File: src/hdl/nkst_pkg.sv
`default_nettype none

package nkst_pkg;

    localparam int SLOTS      = 128;
    localparam int NAME_BYTES = 32;
    localparam int WORDS      = 4;
    localparam int WORD_W     = 64;
    localparam int KEY_W      = WORDS * WORD_W;
    localparam int KEY_BYTES  = KEY_W / 8;
    localparam int SLOT_W     = (SLOTS > 1) ? $clog2(SLOTS) : 1;
    localparam int CNT_W      = $clog2(SLOTS + 1);

    typedef enum logic [1:0] {
        OP_LOOKUP = 2'd0,
        OP_ADD    = 2'd1,
        OP_REMOVE = 2'd2
    } opcode_t;

    typedef enum logic [1:0] {
        STAT_OK   = 2'd0,
        STAT_MISS = 2'd1,
        STAT_FULL = 2'd2
    } status_t;

    typedef enum logic [1:0] {
        S_IDLE,
        S_SCAN,
        S_DRAIN,
        S_FINISH
    } state_t;

    typedef struct packed {
        logic [1:0]  opcode;
        logic [63:0] name_word0;
        logic [63:0] name_word1;
        logic [63:0] name_word2;
        logic [63:0] name_word3;
    } req_t;

    typedef struct packed {
        logic [1:0] status;
        logic [6:0] slot;
        logic [7:0] used_count;
    } rsp_t;

    typedef struct packed {
        logic              wr_en;
        logic [SLOT_W-1:0] wr_addr;
        logic [KEY_W-1:0]  wr_data;
        logic              rd_en;
        logic [SLOT_W-1:0] rd_addr;
    } store_ctl_t;

endpackage

`default_nettype wire

File: src/hdl/nkst_norm.sv
`default_nettype none

module nkst_norm (
    input  nkst_pkg::req_t              req,
    output logic [nkst_pkg::KEY_W-1:0]  key
);
    import nkst_pkg::*;

    logic [KEY_W-1:0] raw;
    logic [KEY_BYTES-1:0] alive;

    assign raw = {req.name_word3, req.name_word2, req.name_word1, req.name_word0};

    // a byte survives only while every byte up to it is nonzero
    always_comb
    begin
        for (int b = 0; b < KEY_BYTES; b++)
        begin
            if (b == 0)
            begin
                alive[b] = (raw[8*b +: 8] != 8'd0) && (b < NAME_BYTES);
            end
            else
            begin
                alive[b] = alive[b-1] && (raw[8*b +: 8] != 8'd0) && (b < NAME_BYTES);
            end
            key[8*b +: 8] = alive[b] ? raw[8*b +: 8] : 8'd0;
        end
    end

endmodule

`default_nettype wire

File: config.mk
export PLATFORM = sky130hd
export DESIGN_NAME = nkst_norm
export DESIGN_NICKNAME = d
export VERILOG_FILES = /design/src/hdl/nkst_pkg.sv /design/src/hdl/nkst_norm.sv
export SDC_FILE = /design/constraint.sdc
export NUM_CORES = 1
export LEC_CHECK = 0
export BUFFER_PORTS_ARGS = -buffer_cell sky130_fd_sc_hd__buf_4
export CAP_MARGIN = 30
export CORE_AREA = 2 2 197 199
export DETAILED_ROUTE_END_ITERATION = 10
export DIE_AREA = 0 0 199 201
export PLACE_DENSITY_LB_ADDON = 0.05
export SLEW_MARGIN = 20
export SYNTH_ARGS = -nofsm -noshare
export SYNTH_HDL_FRONTEND = slang
export SYNTH_SLANG_ARGS = --single-unit
File: constraint.sdc
create_clock -name vclk -period 5.38
set_clock_uncertainty 0.2 [all_clocks]
set_input_delay 0.538 -clock vclk [all_inputs]
set_output_delay 0.538 -clock vclk [all_outputs]
set_load 0.01 [all_outputs]
; ---- Word level (Yosys, flattened, before mapping)
; Index checks and enable logic that the tools add are counted.
[totals]
regBits = 0
wordCells = 95
[op_classes]
mux = 32
reduce_logical = 63
[op_table]
columns = operator, n
row1 = 8-bit 2-to-1 mux, 32
row2 = 8-bit nonzero test, 32
row3 = 1-bit logical AND, 31

; ---- Depth between registers and ports, before layout
[depth]
ltp_word = 33
mapped_depth = 9
mapped_depth_nobuf = 6

; ---- Least setup slack after synthesis
; No wires, ideal clock.
[synth_timing]
path_type = input -> output
from = input req[237] (netlist name)
to = output key[179] (netlist name)
arrival_ns = 2.126
required_ns = 4.642
path_slack_ns = 2.516
cell_stages = 7
n_path_buf = 1
cell_sequence = or4_1 -> nor2_1 -> nor4_2 -> nand3_2 -> nor4_2 -> buf_2 -> nor3b_1
[synth_between]
elab_chain_len = 20
[synth_lines]
columns = element, line
row1 = start: declaration, nkst_norm.sv:4  ; input nkst_pkg::req_t req,
row2 = 8-bit nonzero test, nkst_norm.sv:25  ; alive[b] = alive[b-1] && (raw[8*b +: 8] != 8'd0) && (b < NAME_BYTES);
row3 = 1-bit logical AND (18 in a row), nkst_norm.sv:25
row4 = 8-bit 2-to-1 mux, nkst_norm.sv:27  ; key[8*b +: 8] = alive[b] ? raw[8*b +: 8] : 8'd0;
row5 = end: declaration, nkst_norm.sv:5  ; output logic [nkst_pkg::KEY_W-1:0] key
; Every way passes these cells.

; ---- Final worst setup path
[layout_timing]
from = input req[239] (netlist name)
to = output key[241] (netlist name)
[layout_between]
elab_chain_len = 28
[layout_lines]
columns = element, line
row1 = 8-bit nonzero test, nkst_norm.sv:25
row2 = 1-bit logical AND (26 in a row), nkst_norm.sv:25
row3 = 8-bit 2-to-1 mux, nkst_norm.sv:27
; Every way passes these cells.

==> flow_summary.ini <==
[critical_path]
critical_path.max_stage_delay_ps = 940
slowest_stage = nor4b_4
cp_top_family = simple AND/OR/NAND/NOR gates
worstPathCellList = buf_4 -> or4_1 -> nor2_1 -> nor4_2 -> nand3_2 -> nor4b_4 -> and2_1 -> buf_4
cp-end-kind = output pin
crit_path_max_fanout = 16
crit_type = in2out
crit_top_cell = buf_4
crit_path_start_kind = input pin
worstPathRequired_ps = 4640
path_buf_inv = 2
critPathArrivalTime_ps = 3530

[timing]
totalNegativeSetupSlack_ps = 0
rsz0062_at_grt = false
maxSlewHeadroom_pct = 40.0
drv_slew = 0
max_slew.worst_pin.slew_ps = 892
fmax_mhz = 234
period_minus_slack_ps = 4270
setup_viol = 0
period_share_pct = 79.3
hold_violations = 0

[synth]
synth_warnings = 0
postSynthNetCount = 670
synth_area_sq_um = 2540
synth_cell_type_count = 28
synth-seq-area-share_pct = 0
synth_area_leaders = and2_1, nor4_1, and3_1
avgSynthCellArea_sq_um = 6.17
synth.top_cell.area_share_pct = 50.2
post-synth-top-area-cell = and2_1
postSynthCellCount = 412

[routing]
firstDrtPassIters = 4
antenna_left = 0
drtIter0Drc = 104
routed_wl_um = 24200
routed_via_density = 3.40
drc = 0
wl_per_cell_um = 17.0
vias = 4848

[pwr]
ir_worst_vdd_mv = 0.0251
power_density_nw_per_um2 = 89.5
p_leak_nw = 3.44

[cells_and_area]
design.seq.count = 0
syn2layout_area_growth_pct = 175
clkbuf_count = 0
n_fill_cell = 4403
stdcell_count = 1427
register_area_sq_um = 0
post-route-util_pct = 18.4
layout-drive-gt1-share_pct = 58.9
fin_nets = 1167

[placed_design]
io_buffers = 512
place_congestion = 0.734
dp.final_hpwl_um = 22300
dpl.cell_count = 1425

[grt]
grt_max_degree = 25
gr-total-overflow = 0
grt_use_total_pct = 11.1
grt_pass1_vias = 5104
antenna_found_initial = 3
grt_pass1_wl_um = 33200

[clock_network]
cts_resized = 0
holdBufCountCts = 0
cts_setup_buffers = 0

[floorplanning]
fp.coreArea_sq_um = 38100
die_h_um = 201
die_area_sq_um = 40000
rows = 72
initial_core_util_pct = 6.67
io_pins = 514
fp.dieW_um = 199

[run_status]
outcome = completed

[worst_hold_path]
hold_path_class = in2out

[flow_run]
max_cap_viol_count = 0
==> final timing paths <==
check,start,to,depth (start not counted)
hold / removal,req[195],key[3],2
setup / recovery,req[239],key[241],8
==> layout make-up <==
type	instances	area (sq um)	area share, %
Multi-Input combinational cell	377	2390	34.2
Timing Repair Buffer	522	3920	56.0
Antenna cell	2	5.00	0.0715
Tap cell	518	648	9.26
Inverter	8	30.0	0.429
==> cell usage after synthesis, types with 2 or more instances <==
cell type,n
nor4_2,4
clkbuf_1,19
nand3_1,2
and3_1,38
buf_4,2
nor3_1,3
nor2_1,12
nor4_1,48
inv_1,8
or4_1,16
nor4b_4,2
nor3b_1,8
nor3_2,3
and2_1,204
buf_2,6
nand2_1,25
==> logic make-up after synthesis <==
family | Yosys count | share of synthesized area [%]
and+or+nand+nor | 372 | 92.9
buffers and inverters | 35 | 5.76
AOI/OAI and AO/OA | 5 | 1.33
==> metrics by stage <==
stage	hold WS (ps)	instance area (sq um)	power, mW	worst slack (ps)
2_1_floorplan	966	2540	0.210	2520
3_3_place_gp	1070	6990	0.654	1000
3_5_place_dp	1060	6990	0.641	948
4_1_cts	1060	6990	0.643	934
5_1_grt	1070	6990	0.681	735
6_report	1060	7000	0.626	1110
==> per-layer routing <==
metal	vias to the layer above	global-route usage [%]	share of wire, %
met1	2151	10.5	33
met2	271	23.5	56
met5	-	0	0.054
met4	2	0.826	0.88
met3	8	3.34	9.9
li1	2416	-	-
==> layout by cell type (no fill, tap or decap), types with 2 or more instances in the layout <==
cell type / n
nor3_2: 3
buf_4: 522
diode_2: 2
inv_1: 8
nor3b_1: 8
nor4_2: 4
nor3_1: 3
nor4b_4: 2
nor2_1: 12
and3_1: 38
and2_1: 204
nand2_1: 25
or4_1: 16
nor4_1: 48
nand3_1: 2
==> where the power goes <==
part           internal [mW]  leakage, nW  switching (mW)
combinational          0.363         3.44           0.263
clock           0.0000000497    0.0000127               0
sequential                 0            0               0
total                  0.363         3.44           0.263
Power figures use the tool's default switching activity.
